--- src/ggc_pkg.sv ---
// ggc_pkg: shared types and constants of the greedy graph coloring check
// used by the top level, the adjacency store and the port checker
`default_nettype none

package ggc_pkg;

  // width of the vertex number fields and of the configuration registers
  localparam int unsigned FieldW = 5;

  // configuration register indexes
  localparam logic CFG_VERTEX_COUNT = 1'b0;
  localparam logic CFG_COLOR_LIMIT  = 1'b1;

  // reset values of the configuration registers
  localparam logic [FieldW-1:0] VertexCountRst = 5'd16;
  localparam logic [FieldW-1:0] ColorLimitRst  = 5'd16;

  // largest value that the colors used field can show
  localparam logic [FieldW-1:0] ColorsSat = 5'd31;

  // control from the sequencer to the adjacency store
  typedef struct packed {
    logic              set;   // store the edge from..to when it is in range
    logic              clr;   // clear the whole graph
    logic [FieldW-1:0] from;
    logic [FieldW-1:0] to;
  } adj_ctrl_t;

endpackage

`default_nettype wire

--- src/ggc_adj.sv ---
// ggc_adj: adjacency matrix of the graph, one row of flip-flops per vertex
// depends on ggc_pkg for the control struct and field width
`default_nettype none

module ggc_adj
  import ggc_pkg::*;
#(
  parameter int unsigned MAX_VERTICES = 16,
  localparam int unsigned VW = (MAX_VERTICES > 1) ? $clog2(MAX_VERTICES) : 1,
  localparam int unsigned CW = $clog2(MAX_VERTICES + 1)
) (
  input  wire logic                    clk_i,
  input  wire logic                    rst_ni,
  input  wire adj_ctrl_t               ctrl_i,
  input  wire logic [CW-1:0]           n_i,
  input  wire logic [VW-1:0]           rd_addr_i,
  output logic      [MAX_VERTICES-1:0] rd_row_o
);

  logic [MAX_VERTICES-1:0] rows_q [MAX_VERTICES];
  logic [MAX_VERTICES-1:0] live;
  logic [FieldW-1:0]       x_m1;
  logic [FieldW-1:0]       y_m1;
  logic [VW-1:0]           xi;
  logic [VW-1:0]           yi;
  logic [FieldW:0]         x_ext;
  logic [FieldW:0]         y_ext;
  logic [FieldW:0]         n_ext;
  logic                    edge_ok;

  // vertices that take part in the current graph
  always_comb begin
    for (int j = 0; j < MAX_VERTICES; j++) begin
      live[j] = (CW'(j) < n_i);
    end
  end

  // range check: no self-loop, both ends within 1..n
  assign x_ext   = {1'b0, ctrl_i.from};
  assign y_ext   = {1'b0, ctrl_i.to};
  assign n_ext   = (FieldW + 1)'(n_i);
  assign edge_ok = ctrl_i.set && (ctrl_i.from != ctrl_i.to) &&
                   (ctrl_i.from != '0) && (ctrl_i.to != '0) &&
                   (x_ext <= n_ext) && (y_ext <= n_ext);
  assign x_m1    = ctrl_i.from - 1'b1;
  assign y_m1    = ctrl_i.to - 1'b1;
  assign xi      = x_m1[VW-1:0];
  assign yi      = y_m1[VW-1:0];

  // set both symmetric bits, or clear everything at the end of a graph
  always_ff @(posedge clk_i or negedge rst_ni) begin
    if (!rst_ni) begin
      for (int r = 0; r < MAX_VERTICES; r++) begin
        rows_q[r] <= '0;
      end
    end else if (ctrl_i.clr) begin
      for (int r = 0; r < MAX_VERTICES; r++) begin
        rows_q[r] <= '0;
      end
    end else if (edge_ok) begin
      rows_q[xi][yi] <= 1'b1;
      rows_q[yi][xi] <= 1'b1;
    end
  end

  // one row read per cycle, masked to the live vertices
  assign rd_row_o = rows_q[rd_addr_i] & live;

endmodule

`default_nettype wire

--- src/greedy_graph_coloring_check.sv ---
// greedy_graph_coloring_check: top level, edge intake and coloring sequencer
// depends on ggc_pkg and ggc_adj
`default_nettype none

// Collects one undirected edge per item and, on the item marked last, colors
// the graph the Welsh-Powell way and returns the number of colors used and
// whether it is within color_limit. An edge item without the last mark
// starts no pass. A last item starts a pass over the active vertices: a
// degree count (one row popcount a cycle), a ranking of the vertices by
// falling degree (one compare a cycle), then the coloring steps (one row
// merge a cycle) and a final step that posts the result; an empty graph
// takes that last step only. The sequencer and its single adjacency row
// read port set these rates. Posting is held for as long as an earlier
// result is still stalled at the output. Input stays stalled during the
// pass; the result sits in an output register, so the next graph may load
// while it waits. The graph is cleared when the result is posted.
module greedy_graph_coloring_check
  import ggc_pkg::*;
#(
  parameter int unsigned MAX_VERTICES = 16
) (
  input  wire logic              clk_i,
  input  wire logic              rst_ni,
  // configuration
  input  wire logic              cfg_we_i,
  input  wire logic              cfg_idx_i,
  input  wire logic [FieldW-1:0] cfg_data_i,
  // input items
  input  wire logic              in_valid_i,
  output logic                   in_stall_o,
  input  wire logic [FieldW-1:0] edge_from_i,
  input  wire logic [FieldW-1:0] edge_to_i,
  input  wire logic              has_edge_i,
  input  wire logic              last_edge_i,
  // result items
  output logic                   out_valid_o,
  input  wire logic              out_stall_i,
  output logic      [FieldW-1:0] colors_used_o,
  output logic                   fits_limit_o
);

  localparam int unsigned VW = (MAX_VERTICES > 1) ? $clog2(MAX_VERTICES) : 1;
  localparam int unsigned CW = $clog2(MAX_VERTICES + 1);

  localparam logic [2:0] ST_IDLE   = 3'd0;
  localparam logic [2:0] ST_DEG    = 3'd1;
  localparam logic [2:0] ST_RANK   = 3'd2;
  localparam logic [2:0] ST_PICK   = 3'd3;
  localparam logic [2:0] ST_SCAN   = 3'd4;
  localparam logic [2:0] ST_FINISH = 3'd5;

  // popcount of one masked row
  function automatic logic [CW-1:0] row_count(input logic [MAX_VERTICES-1:0] bits);
    logic [CW-1:0] c;
    c = '0;
    for (int b = 0; b < MAX_VERTICES; b++) begin
      c = c + CW'(bits[b]);
    end
    return c;
  endfunction

  logic [2:0]              state_q, state_d;
  logic [FieldW-1:0]       vcount_q;
  logic [FieldW-1:0]       climit_q;
  logic [VW-1:0]           i_q, i_d;
  logic [VW-1:0]           d_q, d_d;
  logic [VW-1:0]           k_q, k_d;
  logic [VW-1:0]           p_q, p_d;
  logic [VW-1:0]           q_q, q_d;
  logic [CW-1:0]           total_q, total_d;
  logic [MAX_VERTICES-1:0] colored_q, colored_d;
  logic [MAX_VERTICES-1:0] nbrs_q, nbrs_d;
  logic [CW-1:0]           deg_q   [MAX_VERTICES];
  logic [VW-1:0]           order_q [MAX_VERTICES];
  logic                    out_valid_q, out_valid_d;
  logic [FieldW-1:0]       colors_q;
  logic                    fits_q;

  logic [CW-1:0]           n_w;
  logic [CW-1:0]           nm1;
  logic                    in_acc;
  logic                    deg_we;
  logic                    ord_we;
  logic                    post;
  logic [VW-1:0]           ord_addr;
  logic [VW-1:0]           vtx;
  logic [VW-1:0]           adj_addr;
  logic [MAX_VERTICES-1:0] row;
  logic [CW-1:0]           row_deg;
  logic [FieldW:0]         total_ext;
  adj_ctrl_t               adj_ctrl;

  // active vertex count, capped at the array size
  assign n_w = ({1'b0, vcount_q} > (FieldW + 1)'(MAX_VERTICES)) ?
               CW'(MAX_VERTICES) : CW'(vcount_q);
  assign nm1 = n_w - 1'b1;

  assign in_stall_o = (state_q != ST_IDLE);
  assign in_acc     = in_valid_i && !in_stall_o;

  // configuration registers
  always_ff @(posedge clk_i or negedge rst_ni) begin
    if (!rst_ni) begin
      vcount_q <= VertexCountRst;
      climit_q <= ColorLimitRst;
    end else if (cfg_we_i) begin
      unique case (cfg_idx_i)
        CFG_VERTEX_COUNT: vcount_q <= cfg_data_i;
        CFG_COLOR_LIMIT:  climit_q <= cfg_data_i;
        default: ;
      endcase
    end
  end

  // ranked vertex under the cursor, and the row read address
  assign ord_addr = (state_q == ST_SCAN) ? q_q : p_q;
  assign vtx      = order_q[ord_addr];
  assign adj_addr = (state_q == ST_DEG) ? i_q : vtx;
  assign row_deg  = row_count(row);

  assign adj_ctrl.set  = in_acc && has_edge_i;
  assign adj_ctrl.clr  = post;
  assign adj_ctrl.from = edge_from_i;
  assign adj_ctrl.to   = edge_to_i;

  ggc_adj #(
    .MAX_VERTICES(MAX_VERTICES)
  ) u_adj (
    .clk_i    (clk_i),
    .rst_ni   (rst_ni),
    .ctrl_i   (adj_ctrl),
    .n_i      (n_w),
    .rd_addr_i(adj_addr),
    .rd_row_o (row)
  );

  // sequencer: degree count, ranking, then greedy class building
  always_comb begin
    state_d     = state_q;
    i_d         = i_q;
    d_d         = d_q;
    k_d         = k_q;
    p_d         = p_q;
    q_d         = q_q;
    total_d     = total_q;
    colored_d   = colored_q;
    nbrs_d      = nbrs_q;
    deg_we      = 1'b0;
    ord_we      = 1'b0;
    post        = 1'b0;
    out_valid_d = out_valid_q && out_stall_i;

    unique case (state_q)
      ST_IDLE: begin
        if (in_acc && last_edge_i) begin
          i_d       = '0;
          total_d   = '0;
          colored_d = '0;
          state_d   = (n_w == '0) ? ST_FINISH : ST_DEG;
        end
      end
      ST_DEG: begin
        deg_we = 1'b1;
        if (CW'(i_q) == nm1) begin
          i_d     = '0;
          d_d     = nm1[VW-1:0];
          k_d     = '0;
          state_d = ST_RANK;
        end else begin
          i_d = i_q + 1'b1;
        end
      end
      ST_RANK: begin
        if (deg_q[i_q] == CW'(d_q)) begin
          ord_we = 1'b1;
          k_d    = k_q + 1'b1;
        end
        if (CW'(i_q) == nm1) begin
          i_d = '0;
          if (d_q == '0) begin
            p_d     = '0;
            state_d = ST_PICK;
          end else begin
            d_d = d_q - 1'b1;
          end
        end else begin
          i_d = i_q + 1'b1;
        end
      end
      ST_PICK: begin
        if (colored_q[vtx]) begin
          if (CW'(p_q) == nm1) begin
            state_d = ST_FINISH;
          end else begin
            p_d = p_q + 1'b1;
          end
        end else begin
          total_d        = total_q + 1'b1;
          colored_d[vtx] = 1'b1;
          nbrs_d         = row;
          if (CW'(p_q) == nm1) begin
            state_d = ST_FINISH;
          end else begin
            q_d     = p_q + 1'b1;
            state_d = ST_SCAN;
          end
        end
      end
      ST_SCAN: begin
        if (!colored_q[vtx] && !nbrs_q[vtx]) begin
          colored_d[vtx] = 1'b1;
          nbrs_d         = nbrs_q | row;
        end
        if (CW'(q_q) == nm1) begin
          if (CW'(p_q) == nm1) begin
            state_d = ST_FINISH;
          end else begin
            p_d     = p_q + 1'b1;
            state_d = ST_PICK;
          end
        end else begin
          q_d = q_q + 1'b1;
        end
      end
      ST_FINISH: begin
        if (!(out_valid_q && out_stall_i)) begin
          post        = 1'b1;
          out_valid_d = 1'b1;
          state_d     = ST_IDLE;
        end
      end
      default: state_d = ST_IDLE;
    endcase
  end

  // control registers
  always_ff @(posedge clk_i or negedge rst_ni) begin
    if (!rst_ni) begin
      state_q     <= ST_IDLE;
      i_q         <= '0;
      d_q         <= '0;
      k_q         <= '0;
      p_q         <= '0;
      q_q         <= '0;
      total_q     <= '0;
      colored_q   <= '0;
      nbrs_q      <= '0;
      out_valid_q <= 1'b0;
    end else begin
      state_q     <= state_d;
      i_q         <= i_d;
      d_q         <= d_d;
      k_q         <= k_d;
      p_q         <= p_d;
      q_q         <= q_d;
      total_q     <= total_d;
      colored_q   <= colored_d;
      nbrs_q      <= nbrs_d;
      out_valid_q <= out_valid_d;
    end
  end

  // degree and ranking tables
  always_ff @(posedge clk_i) begin
    if (deg_we) begin
      deg_q[i_q] <= row_deg;
    end
    if (ord_we) begin
      order_q[k_q] <= i_q;
    end
  end

  // result register, colors saturate at the field maximum
  assign total_ext = (FieldW + 1)'(total_q);

  always_ff @(posedge clk_i) begin
    if (post) begin
      colors_q <= (total_ext > {1'b0, ColorsSat}) ? ColorsSat : total_ext[FieldW-1:0];
      fits_q   <= (total_ext <= {1'b0, climit_q});
    end
  end

  assign out_valid_o   = out_valid_q;
  assign colors_used_o = colors_q;
  assign fits_limit_o  = fits_q;

endmodule

`default_nettype wire

--- config.mk ---
export PLATFORM = sky130hd
export DESIGN_NAME = greedy_graph_coloring_check
export DESIGN_NICKNAME = d
export VERILOG_FILES = /design/src/ggc_pkg.sv /design/src/ggc_adj.sv /design/src/greedy_graph_coloring_check.sv
export SDC_FILE = /design/constraint.sdc
export NUM_CORES = 1
export LEC_CHECK = 0
export ABC_AREA = 1
export BUFFER_PORTS_ARGS = -buffer_cell sky130_fd_sc_hd__buf_2
export CAP_MARGIN = 20
export CORE_AREA = 5 5 213 215
export CTS_CLUSTER_DIAMETER = 200
export DETAILED_ROUTE_END_ITERATION = 8
export DIE_AREA = 0 0 218 220
export PLACE_DENSITY = 0.76
export SLEW_MARGIN = 20
export SYNTH_ARGS = -nofsm -noshare
export SYNTH_HDL_FRONTEND = slang
export SYNTH_SLANG_ARGS = --single-unit
--- constraint.sdc ---
create_clock -name clk_i -period 6.6 [get_ports clk_i]
set_input_delay 0.33 -clock clk_i [delete_from_list [all_inputs] [get_ports clk_i]]
set_output_delay 0.33 -clock clk_i [all_outputs]
set_load 0.01 [all_outputs]
; After elaboration in Yosys (flattened, before gate mapping)
; Memory sizes are Yosys's and may differ from the RTL's.
; Cells that the tools add are included.
[classes]
n_addsub = 24
magnitude_cmp = 32
eq_ne = 24
n_mux = 74
n_bitwise = 9
reduce_logical = 43
[ops]
columns = cell, count
row1 = 256-bit 2-to-1 mux, 2
row2 = 256-bit OR, 2
row3 = 16-bit 2-to-1 mux, 9
row4 = 16-bit demux with 4-bit select, 2
row5 = 4-bit 2-to-1 mux, 17
row6 = 16-bit binary-select mux with 4-bit select, 1
row7 = 5-bit by 1-bit adder with 5-bit output, 11
row8 = 16-bit one-hot mux with 3 select lines, 1
row9 = "4-bit by 5-bit less-than comparator with 1-bit output, first input constant", 8
row10 = 16-bit OR, 2
row11 = 16-bit one-hot mux with 2 select lines, 1
row12 = 4-bit one-hot mux with 2 select lines, 4
row13 = 3-bit 2-to-1 mux, 10
row14 = "3-bit by 5-bit less-than comparator with 1-bit output, first input constant", 4
row15 = "2-bit != test, second input constant", 10
row16 = 3-bit one-hot mux with 6 select lines, 1
row17 = "4-bit by 1-bit adder with 4-bit output, second input constant", 4
row18 = 16-bit AND, 1
row19 = 1-bit 2-to-1 mux, 16
row20 = 4-bit by 5-bit equality test with 1-bit output, 3
row21 = "5-bit greater-or-equal comparator, second input constant", 3
row22 = 5-bit <= comparator, 3
row23 = 1-bit logical AND, 15
row24 = "4-bit by 5-bit less-than comparator with 1-bit output, second input constant", 3
row25 = other kinds (39), 73
[word_totals]
reg_bits = 333
ram_bits = 144
word_cells = 238
mem_count = 2
[memory_table]
columns = name, depth, width, read_ports, rd_clocked_by_memory_dff, write_ports, line
row1 = deg_q, 16, 5, 1, 0, 1, greedy_graph_coloring_check.sv:73  ; logic [CW-1:0] deg_q [MAX_VERTICES];
row2 = order_q, 16, 4, 1, 0, 1, greedy_graph_coloring_check.sv:74  ; logic [VW-1:0] order_q [MAX_VERTICES];

; Logic depth before layout (Yosys ltp)
; Gate-level depths: netlist (run 1).
; An unclocked memory read counts as a cell.
[logic_depth]
ltp_word = 24
mapped_depth = 34
depth_no_buf = 30

; Hierarchy
; From an unflattened synthesis (run 1), not the netlist that was laid out.
[unflattened]
cells_unflattened = 3424
hier_area_um2 = 26721.9
[by_module_without_submodules]
columns = mod, n_inst, cells_each, area_each_um2
row1 = ggc_adj, 1, 2228, 15542.4
row2 = greedy_graph_coloring_check, 1, 1196, 11179.5

; Worst setup path before layout (run 1)
; No wires, ideal clock.
[synth_timing]
kind = flip-flop to flip-flop
startpoint = reg state_q[1]
endpoint = mem deg_q[0][4] in the netlist's numbering (data pin)
setup_time_ns = 0.330
t_arrival_ns = 5.916
required_time_ns = 6.270
path_slack_ns = 0.353
stages_incl_launch_ff = 28
n_path_buf = 3
cell_sequence = dfrtp_1 nor2_4 nand3_1 nand2_2 buf_4 buf_4 nand2_1 nand3_1 nand3_1 nand3_1 nand2_1 nand2_1 o21ai_2 inv_1 clkbuf_1 nand2_1 nor2_1 nor2_2 fa_1 inv_1 fa_1 fa_1 inv_1 fa_1 ha_1 inv_1 fa_1 o21ai_0
[synth_between]
elab_chain_cells = 24
elab_cells_between_ends = 25
classes_between = add/sub (15) / eq/ne (2) / mux (5) / bitwise (2) / memory (1)
[synth_lines]
columns = element, line
row1 = start: declaration, greedy_graph_coloring_check.sv:62  ; logic [2:0] state_q, state_d;
row2 = start signal: assignment, greedy_graph_coloring_check.sv:250  ; state_q <= state_d;
row3 = 3-bit equality test, greedy_graph_coloring_check.sv:116  ; assign ord_addr = (state_q == ST_SCAN) ? q_q : p_q;
row4 = 4-bit 2-to-1 mux, greedy_graph_coloring_check.sv:116
row5 = memory 16 x 4 bit, --
row6 = 4-bit 2-to-1 mux (*), greedy_graph_coloring_check.sv:118  ; assign adj_addr = (state_q == ST_DEG) ? i_q : vtx;
row7 = 4-bit NOT with 5-bit output (not written as such) (*), ggc_adj.sv:67  ; assign rd_row_o = rows_q[rd_addr_i] & live;
row8 = 16-bit binary-select mux with 4-bit select (*), ggc_adj.sv:67
row9 = 16-bit 2-to-1 mux (not written as such) (*) (2 in series), ggc_adj.sv:67
row10 = 16-bit AND (*), ggc_adj.sv:67
row11 = 1-bit by 1-bit adder with 2-bit output, greedy_graph_coloring_check.sv:57  ; c = c + CW'(bits[b]);
row12 = 2-bit by 1-bit adder with 3-bit output, greedy_graph_coloring_check.sv:57
row13 = 3-bit by 1-bit adder with 4-bit output, greedy_graph_coloring_check.sv:57
row14 = 4-bit by 1-bit adder with 5-bit output, greedy_graph_coloring_check.sv:57
row15 = 5-bit by 1-bit adder with 5-bit output (10 in series), greedy_graph_coloring_check.sv:57
row16 = 5-bit by 1-bit adder with 5-bit output (*), greedy_graph_coloring_check.sv:57
row17 = net row_deg[4], greedy_graph_coloring_check.sv:89  ; logic [CW-1:0] row_deg;
row18 = end: declaration, greedy_graph_coloring_check.sv:73
; The timed path passes the listed nets; every way through them passes the cells marked *. The select of a mux whose other input is x is not followed.

; Final worst setup path (run 1)
[layout_timing]
startpoint = reg state_q[1]
endpoint = mem deg_q[15][1] in the netlist's numbering (data pin)
; The elaborated chain is that of the path after synthesis.

==> results by group, run 1 <==
Status
  • Status: complete, no violations

Yosys
  • Simple-Gate Fraction of Synth Area: 22.5%
  • Synth area leaders: dfrtp_1 33%, edfxtp_1 18%, nand2_1 9.2%, nand3_1 6.0%, a21oi_1 5.8%
  • Cell count after synthesis: 3,007
  • Post-synth EDFFs: 150
  • Register area share after synthesis: 51.4%
  • Post-synthesis mux area share: 0.0406%
  • Post-Synth XOR/XNOR Area: 0.817%
  • Top FF cell, synth: dfrtp_1
  • Ys Warns: 0
  • Post-Syn Area: 24,700 um2
  • Most frequent cells after synthesis: 607 x nand2_1, 358 x inv_1, 325 x dfrtp_1
  • Ys async rst share: 68.6%
  • Synth top area share: 33.0%
  • Post-synth cell types: 47
  • Post-synthesis adder-cell area fraction: 2.64%
  • Syn avg cell area: 8.20 um2
  • Largest family of logic cells by synthesized area: simple AND/OR/NAND/NOR gates
  • Synthesized Nets: 3,076
  • Area leader, netlist: dfrtp_1
  • Yosys reg bits: 477
  • Compound-Gate Fraction of Synth Area: 13.6%
  • Top-count cell post-synth: nand2_1

Floorplan
  • Die height: 220 um
  • Std cell rows: 77
  • Core area: 43,500 um2
  • Starting Density: 56.6%
  • Die Footprint: 48,000 um2
  • Die width: 218 um
  • Boundary Pins: 31

Routing
  • DRT Pass-1 Iters: 9
  • Initial DRC Count: 3,029
  • Drt total wl: 73,000 um
  • Vias: 22,000
  • Vias per inst: 5.91
  • DRC: 0
  • Routed len/inst: 19.6 um
  • Post-route ant nets: 0

Timing
  • F_max: 157 MHz
  • Max-slew headroom: 21.0%
  • Final hold viol count: 0
  • Slew at the pin with the worst max-slew slack: 1.18 ns
  • Clk_skew: 0.0252 ns
  • Final WS setup: 0.236 ns
  • WHS: 0.0322 ns
  • Min Tclk post-route: 6.36 ns
  • Final number of setup-violating endpoints: 0
  • Final Cycle Share: 96.4%
  • Final Max Tran Viols: 0
  • Setup TNS: 0 ns

Placed design
  • Pre-CTS setup slack: -0.461 ns
  • DP HPWL: 47,800 um
  • Cell area after placement: 26,200 um2
  • I/O Buffers: 30
  • GPL Wtd Cong: 0.987

Setup path
  • Critical Path AT: 6.67 ns
  • Slowest cell on crit path: fa_2
  • Startpoint Class: flip-flop
  • Delay-heaviest family, CP: adder cells
  • Slowest stage delay, CP: 0.66 ns
  • Count of buffer and inverter cells on the critical path: 9
  • Most used cell along the critical path: nand3_1
  • Setup crit end kind: flip-flop
  • Worst Path Class, Setup: flip-flop to flip-flop
  • Worst Path Required: 6.90 ns
  • Critical path fanouts, max: 27

Cells and area
  • Share of cells above drive strength 1: 10.8%
  • Final nets: 3,150
  • Fill count: 3,686
  • Final instance area: 28,000 um2
  • Area grow syn2layout: 13.7%

Clock network
  • CTS tree: built
  • Clock sink total: 477
  • Clock insertion delay at the later pin of the skew report: 0.61 ns
  • Clk buf depth: 3
  • Worst-path clk slew: 0.06 ns
  • # H-tree levels: 2
  • Root buffer cell: clkbuf_16
  • CTS Buf Count: 51

GRT
  • Tot GR Track Use: 30.2%
  • Vias in the first global route: 20,900
  • Initial antenna violation count: 2
  • First-pass GRT wire length: 115,000 um
  • Largest net degree at the start of global routing: 177
  • Congestion Overflow GR: 0

Worst hold path
  • HP Class: input pin to flip-flop

Run
  • Max-Cap Viols: 0
-- logic make-up after synthesis --
| group | after synthesis |
|---|---|
| AOI/OAI and AO/OA | 612 |
| xor gates and xnor gates | 23 |
| adders and majority gates | 46 |
| buffers and inverters | 543 |
| DFF | 477 |
| muxes | 1 |
| and+or+nand+nor | 1305 |
-- per-layer routing --
metal	share of wire [%]	track usage, %	vias to the layer above
li1	-	-	10100
met1	40	42.7	10500
met2	45	45.5	1165
met3	11	6.59	238
met4	3.9	12.6	0
met5	0	0	-
-- sequential cells by signal, indices dropped and copies added, names as in the netlist --
register and flops:
climit_q 5, fits_limit_o 1, colored_q 16, state_q 3, q_q 4, p_q 4, colors_used_o 5, out_valid_o 1
d_q 4, i_q 4, u_adj.rows_q 256, total_q 5, deg_q 80, nbrs_q 16, vcount_q 5, k_q 4
order_q 64
-- stage by stage --
stage                     util [%]  std cells
after floorplan                  -       3007
after CTS                     64.0       3708
after detailed placement      60.1       3609
after global routing          64.4       3716
final                         64.4       3717
after global placement        59.8       3600
-- placed cells by master, fill, tap and decap left out, drive strengths merged, types with 6 or more instances in the layout --
cell type	Yosys	final
clkinvlp	0	6
a22o	6	6
nand2	621	621
nand3	302	302
o211ai	23	23
inv	367	368
nor2	318	318
buf	66	187
edfxtp	150	150
clkbuf	106	64
nand4	29	29
o21a	15	15
o22ai	66	66
ha	36	36
xor2	20	20
dfrtp	325	325
fa	10	10
nor3	29	29
a21oi	290	290
clkinv	4	23
o21ai	202	202
-- repair_timing --
item,4_1_cts,5_1_grt
endpoints found under the hold margin,98,0
setup buffers,0,4
hold buffers,5,0
gates cloned,0,1
gates resized for setup,3,19
endpoints found under the setup margin,32,64
pin swaps,0,3
-- worst register-to-register path: cells and delay by family, from the launching register on --
family	cells	cell delay, ns
fa+ha+maj	6	2.90
buf+inv	9	1.29
compound gates	1	0.10
flops	1	0.41
simple gates	13	1.36
-- final cells by class --
cell class              count  area [um2]  area share [%]
flip-flops and latches    477       12700            45.3
multi-input cells        1987        9860            35.2
repair buffers            192        1690            6.02
inverters                 371        1400            5.00
clock buffers              64        1360            4.83
well taps                 592         741            2.64
clock inverters            30         292            1.04
repair inverters            1        7.51          0.0268
diodes                      3        7.51          0.0268
-- worst paths after layout --
| path | startpoint | endpoint | slack, ns | depth (start not counted) |
|---|---|---|---|---|
| worst min-delay path | out_stall_i | out_valid_o | 0.03 | 3 |
| worst max-delay path | state_q[1] | deg_q[15][1] | 0.24 | 29 |
| worst min register to register | colored_q[2] | colored_q[2] | 0.47 | 2 |
| worst max register to register | state_q[1] | deg_q[15][1] | 0.24 | 29 |
| min in group asynchronous | rst_ni | u_adj.rows_q[107] | 0.33 | 2 |
| max in group asynchronous | rst_ni | u_adj.rows_q[150] | 4.83 | 3 |
Power of run 1 is left out: the tool's default activity adds up to more than one toggle a clock period on the data nets, which glitch-free logic cannot reach.
==> run 2: changes to the inputs <==
CTS_BUF_LIST = sky130_fd_sc_hd__clkbuf_4 sky130_fd_sc_hd__clkbuf_8 sky130_fd_sc_hd__clkbuf_16   (was default)
==> run 2 against run 1 <==
  * Clock skew shrank 0.0018 ns
  * Global-route usage barely moved
  * Critical endpoint unchanged
  * Critical path depth up 1
  * Sequential share of layout area is 0.065 points lower
  * Critical path type unchanged
==> results by group, run 2 (synthesized netlist as in run 1, its figures left out) <==
Routing
  • DRT Pass-1 Iters: 6 (-3)
  • Post-route ant nets: 0 (unchanged)
  • Vias per inst: 5.90 (-0.15%)
  • Initial DRC Count: 3,042 (+0.43%)
  • Routed len/inst: 19.6 um (-0.24%)
  • Drt total wl: 72,800 um (-0.24%)
  • Vias: 21,900 (-0.15%)
  • DRC: 0 (unchanged)

Cells and area
  • Final instance area: 28,100 um2 (+0.14%)
  • Fill count: 3,691 (+0.14%)
  • Biggest regs: u_adj.rows_q (256), deg_q (80), order_q (64)
  • Register with the most flip-flops: u_adj.rows_q
  • Commonest cells after routing, fill and taps aside: 606 x nand2_1, 357 x inv_1, 325 x dfrtp_1, 302 x nor2_1, 295 x nand3_1
  • Largest register FFs: 256 (unchanged)
  • Commonest non-fill, non-tap cell in the layout: nand2_1
  • Share of cells above drive strength 1: 11.1% (+0.32 points)
  • Area grow syn2layout: 13.8%
  • Final nets: 3,150 (unchanged)

Clock network
  • # H-tree levels: 2 (unchanged)
  • Clock insertion delay at the later pin of the skew report: 0.61 ns (about the same)
  • CTS Buf Count: 51 (unchanged)
  • Clock sink total: 477 (unchanged)
  • Worst-path clk slew: 0.06 ns (about the same)
  • Clk buf depth: 3 (unchanged)
  • Root buffer cell: clkbuf_16
  • CTS tree: built

GRT
  • Tot GR Track Use: 30.2% (about the same)
  • Congestion Overflow GR: 0 (unchanged)
  • Largest net degree at the start of global routing: 177 (unchanged)
  • Vias in the first global route: 20,900 (-0.12%)
  • Met2 Resource Use GR: 45.5% (about the same)
  • Met1 usage: 42.9% (+0.11 points)
  • First-pass GRT wire length: 115,000 um (about the same)
  • GRT busiest layer: met2
  • Met3 usage: 6.53% (-0.069 points)
  • Initial antenna violation count: 2 (unchanged)

Setup path
  • Worst Path Class, Setup: flip-flop to flip-flop
  • Critical path startpoint: state_q[1]
  • Reg2Reg Launch Point: state_q[1]
  • Critical path fanouts, max: 16 (-41%)
  • Setup crit end kind: flip-flop
  • Slowest stage delay, CP: 0.66 ns (about the same)
  • Worst Path Required: 6.90 ns (about the same)
  • Startpoint Class: flip-flop
  • Slowest cell on crit path: fa_2
  • Critical Path AT: 6.68 ns (about the same)

Run
  • Max-Cap Viols: 0 (unchanged)

Floorplan
  • Core area: 43,500 um2 (unchanged)
  • Die height: 220 um (unchanged)
  • Starting Density: 56.6% (unchanged)
  • Boundary Pins: 31 (unchanged)
  • Die width: 218 um (unchanged)
  • Std cell rows: 77 (unchanged)
  • Die Footprint: 48,000 um2 (unchanged)

Worst hold path
  • HP Class: input pin to flip-flop
  • Hold path startpoint: out_stall_i

Timing
  • Setup TNS: 0 ns (unchanged)
  • F_max: 157 MHz (-0.21%)
  • Clk_skew: 0.0234 ns (-0.00178 ns)
  • Final Cycle Share: 96.6% (+0.20 points)
  • Final number of setup-violating endpoints: 0 (unchanged)
  • Slew at the pin with the worst max-slew slack: 1.16 ns (-0.0211 ns)
  • Final Max Tran Viols: 0 (unchanged)
  • Min Tclk post-route: 6.38 ns (+0.0134 ns)
  • Final hold viol count: 0 (unchanged)
  • Max-slew headroom: 22.4% (+1.4 points)

Placed design
  • Cell area after placement: 26,200 um2 (unchanged)
  • DP HPWL: 47,800 um (unchanged)
  • GPL Wtd Cong: 0.987 (unchanged)
  • I/O Buffers: 30 (unchanged)

Status
  • Status: complete, no violations
==> run 2: cell counts in the layout (fill, tap and decap cells not counted) <==
Identical to the previous run, type by type.
==> run 2: final cells by class <==
class                           count  area (um2)  share of cell area, %
Timing Repair Buffer              192        1690                   6.01
Clock buffer                       64        1390                   4.96
Sequential cell                   477       12700                   45.2
Inverter                          371        1400                   5.00
Timing Repair inverter              1        7.51                 0.0267
Antenna cell                        3        7.51                 0.0267
Clock inverter                     30         292                   1.04
Tap cell                          592         741                   2.64
Multi-Input combinational cell   1987        9860                   35.1
==> run 2: timing repair <==
action | in CTS | in global routing
gates cloned | 0 | 1
setup endpoints to repair | 32 | 64
hold buffers | 5 | 0
pin swaps | 0 | 3
gates resized for setup | 3 | 20
hold endpoints to repair | 98 | 0
setup buffers | 0 | 4
==> run 2: per-stage QoR <==
step / worst slack [ns] / hold WS [ns] / utilization, % / cells
4_1_cts: 0.109 / 0.00434 / 64.1 / 3708
6_report: 0.222 / 0.0344 / 64.5 / 3717
5_1_grt: -0.00186 / 0.0394 / 64.5 / 3716
3_5_place_dp: -0.461 / 0.413 / 60.1 / 3609
3_3_place_gp: -0.328 / 0.405 / 59.8 / 3600
2_1_floorplan: 0.353 / 0.0344 / - / 3007
==> run 2: metal layers <==
metal,vias up,part of all wire (%)
met1,10500,41
met4,0,3.7
met5,-,0
met2,1205,45
met3,215,11
li1,10000,-
==> run 2: critical path: cells and delay by family, from the launching register on <==
family / cells / cell delay [ns]
adders and majority gates: 6 / 2.90
and+or+nand+nor: 14 / 1.58
buffers and inverters: 9 / 1.09
AOI/OAI and AO/OA: 1 / 0.07
DFF: 1 / 0.41
==> run 2: final timing paths <==
check	end	cells after the start	slack, ns
max	deg_q[15][1]	30	0.22
min	out_valid_o	3	0.03
max reg2reg	deg_q[15][1]	30	0.22
max in group asynchronous	u_adj.rows_q[231]	3	4.81
min reg2reg	colored_q[2]	2	0.47
min in group asynchronous	u_adj.rows_q[154]	2	0.33
Power of run 2 is left out for the same reason.
